<file path="src/design/mlp_pkg.sv">
// ---------------------------------------------------------------------------
// mlp_pkg: shared types and constants for the 2-3-1 perceptron unit
// Fixed-point formats, the micro-op codes that the sequencer sends to the
// datapath, the sigmoid table and the reset weights.
// ---------------------------------------------------------------------------
`default_nettype none

package mlp_pkg;

    localparam int FRAC_BITS   = 16;
    localparam int SIG_ENTRIES = 256;
    localparam int SIG_IDX_W   = $clog2(SIG_ENTRIES);
    // The clamped argument spans 16.0, that is FRAC_BITS + 4 bits.
    localparam int SIG_SPAN_W  = FRAC_BITS + 4;
    localparam int SIG_FRAC_W  = SIG_SPAN_W - SIG_IDX_W;
    localparam int ROM_W       = FRAC_BITS + 1;

    localparam int W_W    = 32;  // weight width
    localparam int NET_W  = 41;  // hidden net sum
    localparam int O_W    = 36;  // output net sum
    localparam int OP_W   = 33;  // multiplier operand width
    localparam int PROD_W = 2 * OP_W;
    localparam int ACC_W  = 40;  // weight update sum before saturation
    localparam int ERR_W  = 18;
    localparam int DOUT_W = 20;
    localparam int STEP_W = 5;

    localparam longint Q30    = 64'sd1 << 30;
    localparam longint ONE_FX = 64'sd1 << FRAC_BITS;

    typedef logic [ROM_W-1:0] sig_rom_t [0:SIG_ENTRIES];

    typedef enum logic [3:0] {
        M_NONE,
        M_A_HW,
        M_B_HW,
        M_ACT_OW,
        M_SLOPE_O,
        M_SLOPE_ERR,
        M_ACT_SL,
        M_DOUT_OW,
        M_T_SL,
        M_DH_A,
        M_DH_B,
        M_DOUT_ACT
    } mul_op_t;

    typedef enum logic [3:0] {
        W_NONE,
        W_NET_SET,
        W_NET_ADD,
        W_O_SET,
        W_O_ADD,
        W_SLOPE_O,
        W_SLH,
        W_DOUT,
        W_T,
        W_DH,
        W_HW,
        W_OW
    } wb_op_t;

    typedef enum logic [1:0] {
        S_NONE,
        S_NET,
        S_OUT
    } sig_op_t;

    typedef struct packed {
        mul_op_t    mul_op;
        logic [1:0] mul_j;
        wb_op_t     wb_op;
        logic [2:0] wb_j;
        sig_op_t    sig_op;
        logic [1:0] sig_j;
        logic       load_in;
        logic       load_out;
    } mlp_cmd_t;

    // Shift-and-subtract division for the table math done at elaboration.
    // Both operands are nonnegative and the quotient fits in qbits bits.
    function automatic longint div_pos(longint n, longint d, int qbits);
        longint q;
        longint r;
        q = 0;
        r = n;
        for (int i = qbits - 1; i >= 0; i--) begin
            if ((r >>> i) >= d) begin
                r = r - (d <<< i);
                q = q | (64'sd1 <<< i);
            end
        end
        return q;
    endfunction

    // e^-f in Q30 for 0 <= f <= 1.0, by a 25-term series. Every term is
    // nonnegative, so dropping the Q30 scale first and then dividing by k
    // floors the same way as one combined division.
    function automatic longint exp_neg_q30(longint f);
        longint term;
        longint sum;
        term = Q30;
        sum  = Q30;
        for (int k = 1; k <= 24; k++) begin
            term = div_pos((term * f) >>> 30, longint'(k), 31);
            if ((k % 2) == 1) begin
                sum = sum - term;
            end else begin
                sum = sum + term;
            end
        end
        return (sum < 0) ? 64'sd0 : sum;
    endfunction

    // Sigmoid points at x = -8 + 16k/SIG_ENTRIES, worked out at elaboration.
    function automatic sig_rom_t build_sig_rom();
        sig_rom_t r;
        longint   e1;
        longint   m;
        longint   mag;
        longint   ip;
        longint   e;
        longint   d;
        longint   q;
        logic     neg;
        e1 = exp_neg_q30(Q30);
        for (int k = 0; k <= SIG_ENTRIES; k++) begin
            m   = 16 * longint'(k) - 8 * longint'(SIG_ENTRIES);
            neg = (m < 0);
            mag = neg ? -m : m;
            ip  = mag / SIG_ENTRIES;
            e   = exp_neg_q30(((mag % SIG_ENTRIES) <<< 30) / SIG_ENTRIES);
            for (longint i = 0; i < ip; i++) begin
                e = (e * e1) >>> 30;
            end
            d = Q30 + e;
            q = div_pos((ONE_FX <<< 30) + (d >>> 1), d, 18);
            r[k] = ROM_W'(neg ? (ONE_FX - q) : q);
        end
        return r;
    endfunction

    localparam sig_rom_t SIG_ROM = build_sig_rom();

    function automatic logic signed [W_W-1:0] tenths_fx(int tenths);
        return W_W'(div_pos(longint'(tenths) * ONE_FX + 5, 64'sd10, 24));
    endfunction

    localparam logic signed [W_W-1:0] HW_INIT [0:5] = '{
        tenths_fx(8), tenths_fx(4), tenths_fx(3),
        tenths_fx(2), tenths_fx(9), tenths_fx(5)
    };
    localparam logic signed [W_W-1:0] OW_INIT [0:2] = '{
        tenths_fx(3), tenths_fx(5), tenths_fx(9)
    };

    function automatic logic signed [W_W-1:0] sat32(logic signed [ACC_W-1:0] v);
        logic signed [ACC_W-1:0] hi;
        logic signed [ACC_W-1:0] lo;
        hi = ACC_W'(64'sh7FFF_FFFF);
        lo = -hi - ACC_W'(1);
        if (v > hi) begin
            return hi[W_W-1:0];
        end else if (v < lo) begin
            return lo[W_W-1:0];
        end
        return v[W_W-1:0];
    endfunction

endpackage

`default_nettype wire

</file>
<file path="src/design/mlp_ctrl.sv">
// ---------------------------------------------------------------------------
// mlp_ctrl: sequencer for the perceptron unit
// Steps through the micro-op program and runs the stream handshakes.
// ---------------------------------------------------------------------------
`default_nettype none

module mlp_ctrl
    import mlp_pkg::*;
(
    input  wire logic     aclk,
    input  wire logic     aresetn,
    input  wire logic     s_tvalid,
    output      logic     s_tready,
    input  wire logic     s_kind,
    output      logic     m_tvalid,
    input  wire logic     m_tready,
    output      mlp_cmd_t cmd
);

    typedef enum logic [2:0] {
        ST_IDLE = 3'b001,
        ST_RUN  = 3'b010,
        ST_HOLD = 3'b100
    } state_t;

    localparam logic [STEP_W-1:0] LAST_EVAL  = STEP_W'(11);
    localparam logic [STEP_W-1:0] LAST_TRAIN = STEP_W'(31);

    state_t            state_reg, state_next;
    logic [STEP_W-1:0] step_reg, step_next;
    logic              kind_reg, kind_next;
    logic              out_valid_reg, out_valid_next;
    logic              last;
    logic              out_free;
    mlp_cmd_t          prog;

    function automatic mlp_cmd_t mk(mul_op_t mo, int mj, wb_op_t wo, int wj,
                                    sig_op_t so, int sj);
        mlp_cmd_t c;
        c.mul_op   = mo;
        c.mul_j    = 2'(mj);
        c.wb_op    = wo;
        c.wb_j     = 3'(wj);
        c.sig_op   = so;
        c.sig_j    = 2'(sj);
        c.load_in  = 1'b0;
        c.load_out = 1'b0;
        return c;
    endfunction

    // Micro-op program: a step issues at most one multiply and retires at most
    // the product of the step before.
    always_comb begin
        case (step_reg)
            5'd0:  prog = mk(M_A_HW,      0, W_NONE,    0, S_NONE, 0);
            5'd1:  prog = mk(M_B_HW,      0, W_NET_SET, 0, S_NONE, 0);
            5'd2:  prog = mk(M_A_HW,      1, W_NET_ADD, 0, S_NONE, 0);
            5'd3:  prog = mk(M_B_HW,      1, W_NET_SET, 1, S_NET,  0);
            5'd4:  prog = mk(M_A_HW,      2, W_NET_ADD, 1, S_NONE, 0);
            5'd5:  prog = mk(M_B_HW,      2, W_NET_SET, 2, S_NET,  1);
            5'd6:  prog = mk(M_ACT_OW,    0, W_NET_ADD, 2, S_NONE, 0);
            5'd7:  prog = mk(M_ACT_OW,    1, W_O_SET,   0, S_NET,  2);
            5'd8:  prog = mk(M_ACT_OW,    2, W_O_ADD,   0, S_NONE, 0);
            5'd9:  prog = mk(M_NONE,      0, W_O_ADD,   0, S_NONE, 0);
            5'd10: prog = mk(M_NONE,      0, W_NONE,    0, S_OUT,  0);
            5'd11: prog = mk(M_SLOPE_O,   0, W_NONE,    0, S_NONE, 0);
            5'd12: prog = mk(M_ACT_SL,    0, W_SLOPE_O, 0, S_NONE, 0);
            5'd13: prog = mk(M_SLOPE_ERR, 0, W_SLH,     0, S_NONE, 0);
            5'd14: prog = mk(M_ACT_SL,    1, W_DOUT,    0, S_NONE, 0);
            5'd15: prog = mk(M_ACT_SL,    2, W_SLH,     1, S_NONE, 0);
            5'd16: prog = mk(M_DOUT_OW,   0, W_SLH,     2, S_NONE, 0);
            5'd17: prog = mk(M_DOUT_OW,   1, W_T,       0, S_NONE, 0);
            5'd18: prog = mk(M_DOUT_OW,   2, W_T,       1, S_NONE, 0);
            5'd19: prog = mk(M_T_SL,      0, W_T,       2, S_NONE, 0);
            5'd20: prog = mk(M_T_SL,      1, W_DH,      0, S_NONE, 0);
            5'd21: prog = mk(M_T_SL,      2, W_DH,      1, S_NONE, 0);
            5'd22: prog = mk(M_DH_A,      0, W_DH,      2, S_NONE, 0);
            5'd23: prog = mk(M_DH_B,      0, W_HW,      0, S_NONE, 0);
            5'd24: prog = mk(M_DH_A,      1, W_HW,      3, S_NONE, 0);
            5'd25: prog = mk(M_DH_B,      1, W_HW,      1, S_NONE, 0);
            5'd26: prog = mk(M_DH_A,      2, W_HW,      4, S_NONE, 0);
            5'd27: prog = mk(M_DH_B,      2, W_HW,      2, S_NONE, 0);
            5'd28: prog = mk(M_DOUT_ACT,  0, W_HW,      5, S_NONE, 0);
            5'd29: prog = mk(M_DOUT_ACT,  1, W_OW,      0, S_NONE, 0);
            5'd30: prog = mk(M_DOUT_ACT,  2, W_OW,      1, S_NONE, 0);
            5'd31: prog = mk(M_NONE,      0, W_OW,      2, S_NONE, 0);
            default: prog = mk(M_NONE,    0, W_NONE,    0, S_NONE, 0);
        endcase
    end

    assign s_tready = (state_reg == ST_IDLE);
    assign m_tvalid = out_valid_reg;
    assign last     = kind_reg ? (step_reg == LAST_TRAIN) : (step_reg == LAST_EVAL);
    assign out_free = !out_valid_reg || m_tready;

    always_comb begin
        state_next     = state_reg;
        step_next      = step_reg;
        kind_next      = kind_reg;
        out_valid_next = out_valid_reg;
        cmd            = mk(M_NONE, 0, W_NONE, 0, S_NONE, 0);
        if (m_tready) begin
            out_valid_next = 1'b0;
        end
        case (state_reg)
            ST_IDLE: begin
                if (s_tvalid) begin
                    cmd.load_in = 1'b1;
                    kind_next   = s_kind;
                    step_next   = '0;
                    state_next  = ST_RUN;
                end
            end
            ST_RUN: begin
                cmd       = prog;
                step_next = step_reg + STEP_W'(1);
                if (last) begin
                    if (out_free) begin
                        cmd.load_out   = 1'b1;
                        out_valid_next = 1'b1;
                        state_next     = ST_IDLE;
                    end else begin
                        state_next = ST_HOLD;
                    end
                end
            end
            ST_HOLD: begin
                if (out_free) begin
                    cmd.load_out   = 1'b1;
                    out_valid_next = 1'b1;
                    state_next     = ST_IDLE;
                end
            end
            default: begin
                state_next = ST_IDLE;
            end
        endcase
    end

    always_ff @(posedge aclk) begin
        if (!aresetn) begin
            state_reg     <= ST_IDLE;
            step_reg      <= '0;
            kind_reg      <= 1'b0;
            out_valid_reg <= 1'b0;
        end else begin
            state_reg     <= state_next;
            step_reg      <= step_next;
            kind_reg      <= kind_next;
            out_valid_reg <= out_valid_next;
        end
    end

endmodule

`default_nettype wire

</file>
<file path="config.mk">
export PLATFORM = sky130hd
export DESIGN_NAME = mlp_ctrl
export DESIGN_NICKNAME = d
export VERILOG_FILES = /design/src/design/mlp_pkg.sv /design/src/design/mlp_ctrl.sv
export SDC_FILE = /design/constraint.sdc
export NUM_CORES = 1
export LEC_CHECK = 0
export ABC_AREA = 1
export BUFFER_PORTS_ARGS = -buffer_cell sky130_fd_sc_hd__buf_4
export CELL_PAD_IN_SITES_DETAIL_PLACEMENT = 1
export CELL_PAD_IN_SITES_GLOBAL_PLACEMENT = 1
export CORE_ASPECT_RATIO = 0.6
export CORE_MARGIN = 1
export CORE_UTILIZATION = 40
export DETAILED_ROUTE_END_ITERATION = 16
export PLACE_DENSITY_LB_ADDON = 0.1
export SETUP_SLACK_MARGIN = 0.3
export SYNTH_ARGS = -nofsm -noshare
export SYNTH_HDL_FRONTEND = slang
export SYNTH_SLANG_ARGS = --single-unit
</file>
<file path="constraint.sdc">
create_clock -name aclk -period 2.3 [get_ports aclk]
set_clock_uncertainty 0.15 [all_clocks]
set_input_delay 0.345 -clock aclk [delete_from_list [all_inputs] [get_ports aclk]]
set_output_delay 0.345 -clock aclk [all_outputs]
set_load 0.03 [all_outputs]
</file>
==> flow_metrics.py, run 1 <==
metrics = {
    "status": {
        "outcome": "complete, no violations",
    },
    "clock_tree": {
        "h-tree-depth": 1,
        "clkSlewWorstSetupHoldPaths_ns": 0.10,
        "root_buffer": "clkbuf_8",
        "clockBufferDepth": 2,
        "clk-insertion-delay-late_ns": 0.29,
        "cts_buffers": 3,
        "cts.sinks": 27,
        "cts_tree": "built",
    },
    "worst_setup_path": {
        "crit_arrival_ns": 1.49,
        "ff2ff_setup_slack_ns": 0.34,
        "rr_endpoint": "prog[6]",
        "crit_path_end_kind": "primary output",
        "crit_fanout": 10,
        "critPathLaunchType": "register",
        "r2r-start": "step_reg[1]",
        "cp.required_ns": 1.80,
        "crit_type": "register to primary output",
        "r2r_cells": 11,
    },
    "floorplan": {
        "io-pin-count": 26,
        "fp.dieW_um": 89.8,
        "rows": 18,
        "start_util_pct": 43.2,
        "core-area_um2": 4280,
        "die_area_um2": 4910,
        "chipHeight_um": 54.7,
    },
    "yosys": {
        "syn_nets": 289,
        "syn_area_per_cell_um2": 6.70,
        "synth-edff-count": 0,
        "synth_cell_types": 28,
        "syn_inst": 276,
        "yosysSeqAreaShare_pct": 29.2,
        "yosys_warnings": 0,
        "synthArstFlopShare_pct": 0,
        "syn_area_um2": 1850,
        "ys_ff_latch": 27,
        "synthFlopType": "dfxtp_1",
    },
    "global_routing": {
        "antenna_found_initial": 0,
        "grt_pass1_vias": 1728,
        "grt_max_degree": 22,
        "grt_pass1_wl_um": 9150,
        "grt_overflow": 0,
        "grt.total_usage_pct": 24.9,
    },
    "finish": {
        "finalInstanceArea_um2": 2420,
        "antenna_cells": 0,
        "final_common_cell": "nand2_1",
        "fillCellCount": 558,
        "drive_gt1_share_pct": 32.9,
        "multi_input_area_um2": 1140,
        "layout.nets": 330,
        "area_growth_pct": 30.8,
        "seq_area_um2": 551,
        "final_cell_mix": "nand2_1, buf_4, inv_1",
        "largest_register_ffs": 17,
    },
    "routing": {
        "vias": 1922,
        "wl_per_cell_um": 16.4,
        "routed_wl_um": 6180,
        "antenna_left": 0,
        "drt_first_pass_iters": 4,
        "drtIter0Drc": 125,
        "post-route-drc-count": 0,
        "viasPerCell": 5.11,
    },
    "pwr": {
        "p_sw_share_pct": 32.2,
        "comb_power_share_pct": 23.5,
        "peakVddDrop_uv": 213,
        "p_int_w": 0.000699,
        "clkPwrFrac_pct": 28.3,
        "p_seq_share_pct": 48.2,
        "p_switching_w": 0.000331,
        "leakage_nw": 1.15,
        "powerDensity_nw_per_um2": 426,
    },
    "sta": {
        "post-route-period-util_pct": 86.1,
        "hold_viol": 0,
        "rsz0062_at_grt": "true",
        "fmax_mhz": 505,
        "slew_headroom_pct": 81.8,
        "slew_viol_final": 0,
        "tightest_slew_ns": 0.271,
        "setup_tns_ns": 0,
        "fin_crit_ns": 1.98,
        "setup_viol": 0,
    },
    "placement": {
        "io_buffers": 25,
        "dp_hpwl_um": 4060,
        "postPlaceCellArea_um2": 2090,
        "gp_congestion": 0.932,
    },
    "flow_run": {
        "max_cap_viol_count": 0,
    },
    "hold_path": {
        "hold_path_startpoint": "s_tvalid",
        "hold_path_class": "input port to register",
        "min_to": "state_reg[0]",
        "hold_depth": 4,
    },
}
## synth_stat cells, types with 2 or more instances
library cell / instances / share of area [%]
nand3_4: 2 / 1.9
a21oi_1: 8 / 2.2
nand2_1: 65 / 13
buf_6: 6 / 3.7
inv_2: 6 / 1.2
nand3b_1: 3 / 1.2
nand2_2: 9 / 3.0
nor2_1: 28 / 5.7
nand3_2: 5 / 2.7
nand2_4: 5 / 3.0
nor3_1: 3 / 0.81
inv_4: 2 / 0.68
ha_1: 8 / 5.4
dfxtp_1: 27 / 29
nand4_1: 4 / 1.4
o21ai_0: 8 / 2.2
nand3_1: 33 / 8.9
inv_1: 44 / 8.9
## how the worst max path moves through the flow
stage	start	endpoint	slack, ns	cells past startpoint
2_1_floorplan	state_reg[1]	prog[13]	0.42	14
3_3_place_gp	state_reg[2]	prog[16]	0.17	12
3_5_place_dp	s_tvalid	prog[13]	0.11	13
4_1_cts	step_reg[4]	cmd[0]	0.28	7
5_1_grt	step_reg[1]	prog[13]	0.21	12
6_report	state_reg[2]	cmd[4]	0.32	6
## final cells by class
class,instances,share of cell area [%]
multi-input cells,187,47.3
flip-flops and latches,27,22.7
repair buffers,46,16.0
inverters,52,8.84
well taps,60,3.10
clock buffers,3,1.71
clock inverters,1,0.310
## stage by stage
stage	hold WS [ns]	util [%]	worst slack (ns)	total power (W)	std cells
final	0.205	56.6	0.319	0.00103	376
after global routing	0.228	56.6	0.212	0.00108	376
after CTS	0.208	51.3	0.277	0.00101	365
after detailed placement	0.317	48.7	0.110	0.000707	359
after global placement	0.312	48.7	0.168	0.000704	359
after floorplan	0.288	-	0.416	0.000644	276
## power by group through the flow
stage          clock network, W  registers, W  logic (W)
6_report               0.000291      0.000497   0.000242
4_1_cts                0.000303      0.000494   0.000210
3_5_place_dp                  0      0.000506   0.000201
2_1_floorplan                 0      0.000506   0.000138
5_1_grt                0.000315      0.000500   0.000262
3_3_place_gp                  0      0.000506   0.000198
## critical path, cell delays in order (launching register included)
cell,delay (ns)
dfxtp_2,0.35
inv_2,0.09
nand3_4,0.15
buf_4,0.19
clkbuf_16,0.16
nor2_1,0.09
buf_4,0.16
## routing by layer
metal | GRT usage [%] | vias up | wire length (µm)
li1 | - | 937 | -
met1 | 35.5 | 909 | 3040
met2 | 38.1 | 71 | 2570
met3 | 4.86 | 5 | 514
met4 | 7.92 | 0 | 63
met5 | 0 | - | 0
## cells by family (layout without fill, tap and decap cells)
logic type / Yosys count / count (layout) / synth area share [%]
AO/OA/AOI/OAI: 18 / 18 / 5.07
XOR/XNOR: 1 / 1 / 0.473
adder cells (fa/ha/maj): 8 / 8 / 5.41
buffers and inverters: 62 / 102 / 15.6
flip-flops: 27 / 27 / 29.2
AND/OR/NAND/NOR: 160 / 160 / 44.3
## what timing repair did
item,CTS,global route
hold buffers,0,0
gates cloned,0,1
resized for setup,17,25
pin swaps,1,3
buffers inserted,2,10
setup endpoints to repair,12,12
No activity file was read; power rests on OpenSTA's default activity.
==> run 2, diff against run 1 <==
--- a/config.mk
+++ b/config.mk
@@ -11,9 +11,9 @@
 export CELL_PAD_IN_SITES_GLOBAL_PLACEMENT = 1
 export CORE_ASPECT_RATIO = 0.6
 export CORE_MARGIN = 1
-export CORE_UTILIZATION = 40
+export CORE_UTILIZATION = 36
 export DETAILED_ROUTE_END_ITERATION = 16
-export PLACE_DENSITY_LB_ADDON = 0.1
+export PLACE_DENSITY = 0.77
 export SETUP_SLACK_MARGIN = 0.3
 export SYNTH_ARGS = -nofsm -noshare
 export SYNTH_HDL_FRONTEND = slang
==> constraint.sdc (replaced) <==
create_clock -name aclk -period 1.7 [get_ports aclk]
set_clock_uncertainty 0.15 [all_clocks]
set_input_delay 0.255 -clock aclk [delete_from_list [all_inputs] [get_ports aclk]]
set_output_delay 0.255 -clock aclk [all_outputs]
set_load 0.03 [all_outputs]
==> run 2 against run 1 <==
  * The run now fails in global routing
  * Area after synthesis unchanged
  * Synthesized cell count unchanged
==> flow_metrics.py, run 2 <==
metrics = {
    "status": {
        "outcome": "stopped before the end",
        "haltStage": "global routing",
        "tool.error": "[ERROR DPL-0033] detailed placement checks failed during check placement.",
    },
    "clock_tree": {
        "cts.sinks": 27,
        "root_buffer": "clkbuf_8",
        "postCtsHoldBufs": 0,
        "cts_buffers": 3,
        "clockBufferDepth": 2,
        "h-tree-depth": 1,
    },
    "yosys": {
        "netlist_top_cells_count": "nand2_1, inv_1, nand3_1",
        "ys_ff_latch": 27,
        "syn_area_per_cell_um2": 6.70,
        "synthArstFlopShare_pct": 0,
        "synth_area_leaders": "dfxtp_1, nand2_1, inv_1",
        "syn_inst": 276,
        "synth-edff-count": 0,
        "syn_nets": 289,
        "yosys_warnings": 0,
        "yosysSeqAreaShare_pct": 29.2,
        "synthMostInstantiatedCell": "nand2_1",
        "yosys.area.top_type": "dfxtp_1",
        "syn_area_um2": 1850,
        "synth_cell_types": 28,
        "synthFlopType": "dfxtp_1",
        "synth_top_area_share_pct": 29.2,
    },
    "floorplan": {
        "io-pin-count": 26,
        "start_util_pct": 38.9,
        "rows": 19,
        "chipHeight_um": 57.5,
        "fp.dieW_um": 94.6,
    },
    "sta": {
        "worst_path_end_type": "primary output",
        "crit_endpoint": "cmd[17]",
    },
    "placement": {
        "io_buffers": 25,
        "dp_hpwl_um": 5210,
        "gp_congestion": 0.917,
    },
    "global_routing": {
        "antenna_found_initial": 0,
        "grt_max_degree": 17,
    },
}
## run 2: cell counts after synthesis
No cell type changed its count.
## run 2: cells by family after synthesis
kind of cell	synth area share, %
compound gates	5.07
xor+xnor	0.473
fa+ha+maj	5.41
buf+inv	15.6
flops	29.2
simple gates	44.3
## run 2: metrics by stage
step                      area [µm²]  hold slack (ns)  cells  worst slack (ns)
after CTS                       3300           0.0913    423            -0.173
after detailed placement        2700            0.329    400            -0.189
after global placement          2700            0.320    400            -0.152
after floorplan                 2150            0.278    276            0.0136
## run 2: what timing repair did
| item | 4_1_cts |
|---|---|
| setup endpoints to repair | 44 |
| pin swaps | 38 |
| cloned | 1 |
| hold endpoints to repair | 0 |
| setup buffers | 18 |
| resized for setup | 106 |
==> run 3, diff against run 2 <==
==> config.mk (replaced) <==
export PLATFORM = sky130hd
export DESIGN_NAME = mlp_ctrl
export DESIGN_NICKNAME = d
export VERILOG_FILES = /design/src/design/mlp_pkg.sv /design/src/design/mlp_ctrl.sv
export SDC_FILE = /design/constraint.sdc
export NUM_CORES = 1
export LEC_CHECK = 0
export ABC_AREA = 1
export BUFFER_PORTS_ARGS = -buffer_cell sky130_fd_sc_hd__buf_4
export CORE_MARGIN = 1
export CORE_UTILIZATION = 40
export DETAILED_ROUTE_END_ITERATION = 16
export PLACE_DENSITY_LB_ADDON = 0.15
export SYNTH_ARGS = -nofsm -noshare
export SYNTH_HDL_FRONTEND = slang
export SYNTH_SLANG_ARGS = --single-unit
==> constraint.sdc (replaced) <==
create_clock -name aclk -period 2.21 [get_ports aclk]
set_clock_uncertainty 0.15 [all_clocks]
set_input_delay 0.3315 -clock aclk [delete_from_list [all_inputs] [get_ports aclk]]
set_output_delay 0.3315 -clock aclk [all_outputs]
set_load 0.03 [all_outputs]
==> run 3 against run 2 <==
  * The run now ends clean
==> flow_metrics.py, run 3 (same netlist as run 1, synthesis figures left out) <==
metrics = {
    "worst_setup_path": {
        "startpoint": "state_reg[2]",
        "crit_type": "register to primary output",
        "crit_fanout": 21,
        "critPathLaunchType": "register",
        "ff2ff_setup_slack_ns": 0.25,
        "crit_end": "cmd[0]",
        "crit_path_end_kind": "primary output",
        "cp.required_ns": 1.73,
        "r2r-start": "state_reg[2]",
        "r2r_cells": 14,
        "crit_arrival_ns": 1.55,
        "rr_endpoint": "prog[13]",
    },
    "sta": {
        "tightest_slew_ns": 0.301,
        "post-route-period-util_pct": 91.9,
        "fmax_mhz": 492,
        "rsz0062_at_grt": "false",
        "slew_headroom_pct": 79.8,
        "slew_viol_final": 0,
        "setup_tns_ns": 0,
        "fin_crit_ns": 2.03,
        "hold_viol": 0,
        "setup_viol": 0,
    },
    "pwr": {
        "p_switching_w": 0.000293,
        "peakVddDrop_uv": 269,
        "leakage_nw": 1.07,
        "comb_power_share_pct": 19.4,
        "powerDensity_nw_per_um2": 468,
        "p_int_w": 0.000696,
        "p_seq_share_pct": 52.3,
        "p_sw_share_pct": 29.6,
        "clkPwrFrac_pct": 28.3,
    },
    "clock_tree": {
        "cts_tree": "built",
        "clockBufferDepth": 2,
        "ctsResizeCount": 0,
        "h-tree-depth": 1,
        "cts_buffers": 3,
        "clk-insertion-delay-late_ns": 0.28,
        "cts_setup_buffers": 0,
        "postCtsHoldBufs": 0,
        "root_buffer": "clkbuf_8",
        "clkSlewWorstSetupHoldPaths_ns": 0.09,
        "cts.sinks": 27,
    },
    "finish": {
        "final_cell_mix": "nand2_1, inv_1, nand3_1",
        "fillCellCount": 453,
        "finalInstanceArea_um2": 2110,
        "final_common_cell": "nand2_1",
        "multi_input_area_um2": 1030,
        "seq_area_um2": 543,
        "area_growth_pct": 14.3,
        "antenna_cells": 0,
        "drive_gt1_share_pct": 24.3,
        "largest_register_ffs": 17,
        "layout.nets": 314,
    },
    "global_routing": {
        "grt_pass1_wl_um": 7490,
        "grt_max_degree": 22,
        "grt_pass1_vias": 1611,
        "antenna_found_initial": 0,
        "grt.total_usage_pct": 18.8,
        "grt_overflow": 0,
    },
    "floorplan": {
        "die_area_um2": 4900,
        "rows": 24,
        "fp.dieW_um": 70.0,
        "start_util_pct": 41.9,
        "io-pin-count": 26,
        "chipHeight_um": 70.0,
        "core-area_um2": 4410,
    },
    "routing": {
        "antenna_left": 0,
        "post-route-drc-count": 0,
        "drtIter0Drc": 105,
        "wl_per_cell_um": 11.6,
        "drt_first_pass_iters": 5,
        "viasPerCell": 4.94,
        "routed_wl_um": 4070,
        "vias": 1738,
    },
    "status": {
        "outcome": "complete, no violations",
    },
    "placement": {
        "dp_hpwl_um": 3040,
        "postPlaceCellArea_um2": 2050,
        "io_buffers": 25,
        "gp_congestion": 0.877,
    },
    "hold_path": {
        "hold_path_class": "input port to register",
    },
    "flow_run": {
        "max_cap_viol_count": 0,
    },
}
## run 3: metrics by stage
step                utilization (%)  power [W]  worst slack (ns)  std cells  hold slack [ns]
CTS                            47.6    0.00100            0.0431        352            0.159
global route                   47.9    0.00105            0.0302        352            0.191
floorplan                         -   0.000670             0.326        276            0.288
finish                         47.9   0.000989             0.179        352            0.168
detailed placement             46.5   0.000718             0.126        348            0.307
global placement               46.5   0.000718             0.127        348            0.306
## run 3: worst max-delay path, stage by stage (launching register included)
cell	delay, ns
dfxtp_1	0.33
inv_2	0.09
nand3_4	0.14
buf_4	0.24
o21ai_1	0.17
inv_1	0.05
nor2_1	0.08
buf_4	0.16
## run 3: area by class of cell
cell class	instances	area share, %
Sequential cell	27	25.7
Clock buffer	3	1.95
Multi-Input combinational cell	187	48.9
Tap cell	52	3.08
Inverter	52	9.47
Clock inverter	1	0.237
Timing Repair Buffer	30	10.7
## run 3: power by group through the flow
stage	registers (W)	logic, W	clock network [W]
floorplan	0.000527	0.000144	0
detailed placement	0.000528	0.000191	0
global route	0.000520	0.000215	0.000319
finish	0.000517	0.000192	0.000280
CTS	0.000516	0.000191	0.000295
global placement	0.000528	0.000190	0
## run 3: layer usage
layer	global-route usage, %	vias to the layer above	wire (µm)	part of all wire [%]
met1	26.5	764	2010	50
met5	0	-	0	0
met3	1.59	9	231	5.7
met2	28.5	64	1720	42
met4	9.33	0	100	2.5
li1	-	901	-	-
## run 3: worst min path at each step
| stage | start | to | slack, ns | cells past startpoint |
|---|---|---|---|---|
| after floorplan | kind_reg | kind_reg | 0.29 | 2 |
| after global placement | kind_reg | kind_reg | 0.31 | 2 |
| after detailed placement | kind_reg | kind_reg | 0.31 | 2 |
| after CTS | aresetn | state_reg[0] | 0.16 | 2 |
| after global routing | aresetn | state_reg[0] | 0.19 | 2 |
| final | aresetn | state_reg[0] | 0.17 | 2 |
==> run 4, diff against run 3 <==
--- a/config.mk
+++ b/config.mk
@@ -10,7 +10,7 @@
 export CORE_MARGIN = 1
 export CORE_UTILIZATION = 40
 export DETAILED_ROUTE_END_ITERATION = 16
-export PLACE_DENSITY_LB_ADDON = 0.15
+export PLACE_DENSITY = 0.69
 export SYNTH_ARGS = -nofsm -noshare
 export SYNTH_HDL_FRONTEND = slang
 export SYNTH_SLANG_ARGS = --single-unit
==> run 4 against run 3 <==
  * Critical path depth fell by 1
  * Maximum frequency fell by 3.0%
  * Final cell count rose by 0.57%
  * Sequential power barely moved
  * First-iteration DRC count rose by 25%
  * Via count fell by 1.1%
  * Core utilization rose by 0.17 points
  * Die area did not move
  * Global-route usage fell by 1.5 points
  * Sequential share of layout area fell by 0.15 points
  * Count of clock-buffer cells in the layout rose by 1
  * Largest cell class unchanged
==> flow_metrics.py, run 4 (same netlist as run 1, synthesis figures left out) <==
metrics = {
    "routing": {
        "viasPerCell": 4.86,
        "wl_met2_um": 1810,
        "m1WireLength_um": 1920,
        "post-route-drc-count": 0,
        "antenna_left": 0,
        "routed_wl_um": 4060,
        "vias": 1719,
        "wl_per_cell_um": 11.5,
        "drtIter0Drc": 131,
        "route.met3.wl_um": 253,
        "top_layer_used": "met4",
        "drt_first_pass_iters": 4,
    },
    "floorplan": {
        "io-pin-count": 26,
        "die_area_um2": 4900,
        "core-area_um2": 4410,
        "rows": 24,
        "fp.dieW_um": 70.0,
        "chipHeight_um": 70.0,
        "start_util_pct": 41.9,
    },
    "finish": {
        "seq_area_um2": 542,
        "stdcell_count": 354,
        "largest_register_ffs": 17,
        "final_cell_mix": "nand2_1, inv_1, nand3_1, buf_4, nor2_1",
        "drive_gt1_share_pct": 23.5,
        "fillCellCount": 449,
        "layout.nets": 316,
        "final_common_cell": "nand2_1",
        "antenna_cells": 0,
        "multi_input_area_um2": 1030,
        "area_growth_pct": 14.7,
    },
    "pwr": {
        "leakage_nw": 1.08,
        "peakVddDrop_uv": 300,
        "powerDensity_nw_per_um2": 474,
    },
    "clock_tree": {
        "root_buffer": "clkbuf_8",
        "cts.sinks": 27,
        "ctsResizeCount": 0,
        "clk-insertion-delay-late_ns": 0.28,
        "cts_setup_buffers": 0,
        "clockBufferDepth": 2,
        "postCtsHoldBufs": 0,
        "cts_tree": "built",
        "h-tree-depth": 1,
        "clkSlewWorstSetupHoldPaths_ns": 0.09,
        "cts_buffers": 3,
    },
    "sta": {
        "hold_viol": 0,
        "tightest_slew_ns": 0.224,
        "setup_viol": 0,
        "fmax_mhz": 478,
        "fin_crit_ns": 2.09,
        "slew_headroom_pct": 84.9,
        "finalWorstSetupSlack_ns": 0.116,
        "setup_tns_ns": 0,
        "rsz0062_at_grt": "false",
        "post-route-period-util_pct": 94.7,
        "slew_viol_final": 0,
    },
    "global_routing": {
        "antenna_found_initial": 0,
        "grt_max_degree": 22,
        "grt_overflow": 0,
        "grt_pass1_wl_um": 6890,
        "grt.total_usage_pct": 17.3,
        "grt_pass1_vias": 1556,
    },
    "placement": {
        "io_buffers": 25,
        "pre_cts_ws_ns": 0.155,
        "gp_congestion": 0.932,
        "dp_hpwl_um": 3000,
        "placedCellCount": 350,
    },
    "worst_setup_path": {
        "ff2ff_setup_slack_ns": 0.21,
        "crit_fanout": 4,
        "cp.required_ns": 1.73,
        "critPathLaunchType": "register",
        "crit_arrival_ns": 1.61,
        "rr_endpoint": "prog[16]",
        "r2r-start": "state_reg[2]",
        "crit_type": "register to primary output",
        "startpoint": "step_reg[1]",
        "crit_path_end_kind": "primary output",
        "r2r_cells": 13,
        "crit_end": "cmd[0]",
    },
    "hold_path": {
        "hold_path_class": "input port to register",
    },
    "status": {
        "outcome": "complete, no violations",
    },
    "flow_run": {
        "max_cap_viol_count": 0,
    },
}
run 4: cell types whose count changed in the layout (fill, tap and decap cells not counted), sizes merged:
cell / change
clkbuf: +1
buf: +2
clkinv: -1
run 4: area by class of cell:
type / count / area share (%)
clock buffers: 4 / 2.12
inverters: 52 / 9.43
multi-input cells: 187 / 48.5
flip-flops and latches: 27 / 25.5
well taps: 52 / 3.07
repair buffers: 32 / 11.3
run 4: report_power, final:
group | internal, W | switching, W | total [W]
logic | 0.0000722 | 0.000128 | 0.000201
registers | 0.000503 | 0.0000113 | 0.000515
clock network | 0.000130 | 0.000162 | 0.000292
total | 0.000705 | 0.000301 | 0.00101
run 4: worst min path at each step:
stage                     startpoint           end  slack, ns  depth (start not counted)
final                        aresetn  state_reg[0]       0.19                          2
after detailed placement    kind_reg      kind_reg       0.31                          2
after global placement      kind_reg      kind_reg       0.31                          2
after CTS                    aresetn  state_reg[0]       0.19                          2
after global routing         aresetn  state_reg[0]       0.20                          2
after floorplan             kind_reg      kind_reg       0.29                          2
run 4: through the flow:
stage | power (W) | cell area (µm²) | hold WS (ns) | utilization, %
global placement | 0.000723 | 2070 | 0.310 | 46.9
global route | 0.00105 | 2120 | 0.203 | 48.1
floorplan | 0.000670 | 1850 | 0.288 | -
detailed placement | 0.000725 | 2070 | 0.314 | 46.9
finish | 0.00101 | 2120 | 0.191 | 48.1
CTS | 0.00101 | 2110 | 0.190 | 47.9
run 4: critical path, cell delays in order (launching register included):
cell	delay, ns
dfxtp_1	0.39
ha_1	0.26
nand3_1	0.15
o21ai_0	0.23
inv_1	0.06
nor2_1	0.08
buf_4	0.16
run 4: layer usage:
metal,GRT usage (%),up-vias
met4,6.67,0
met2,27.1,63
met3,1.44,7
li1,-,901
met1,24.4,748
met5,0,-
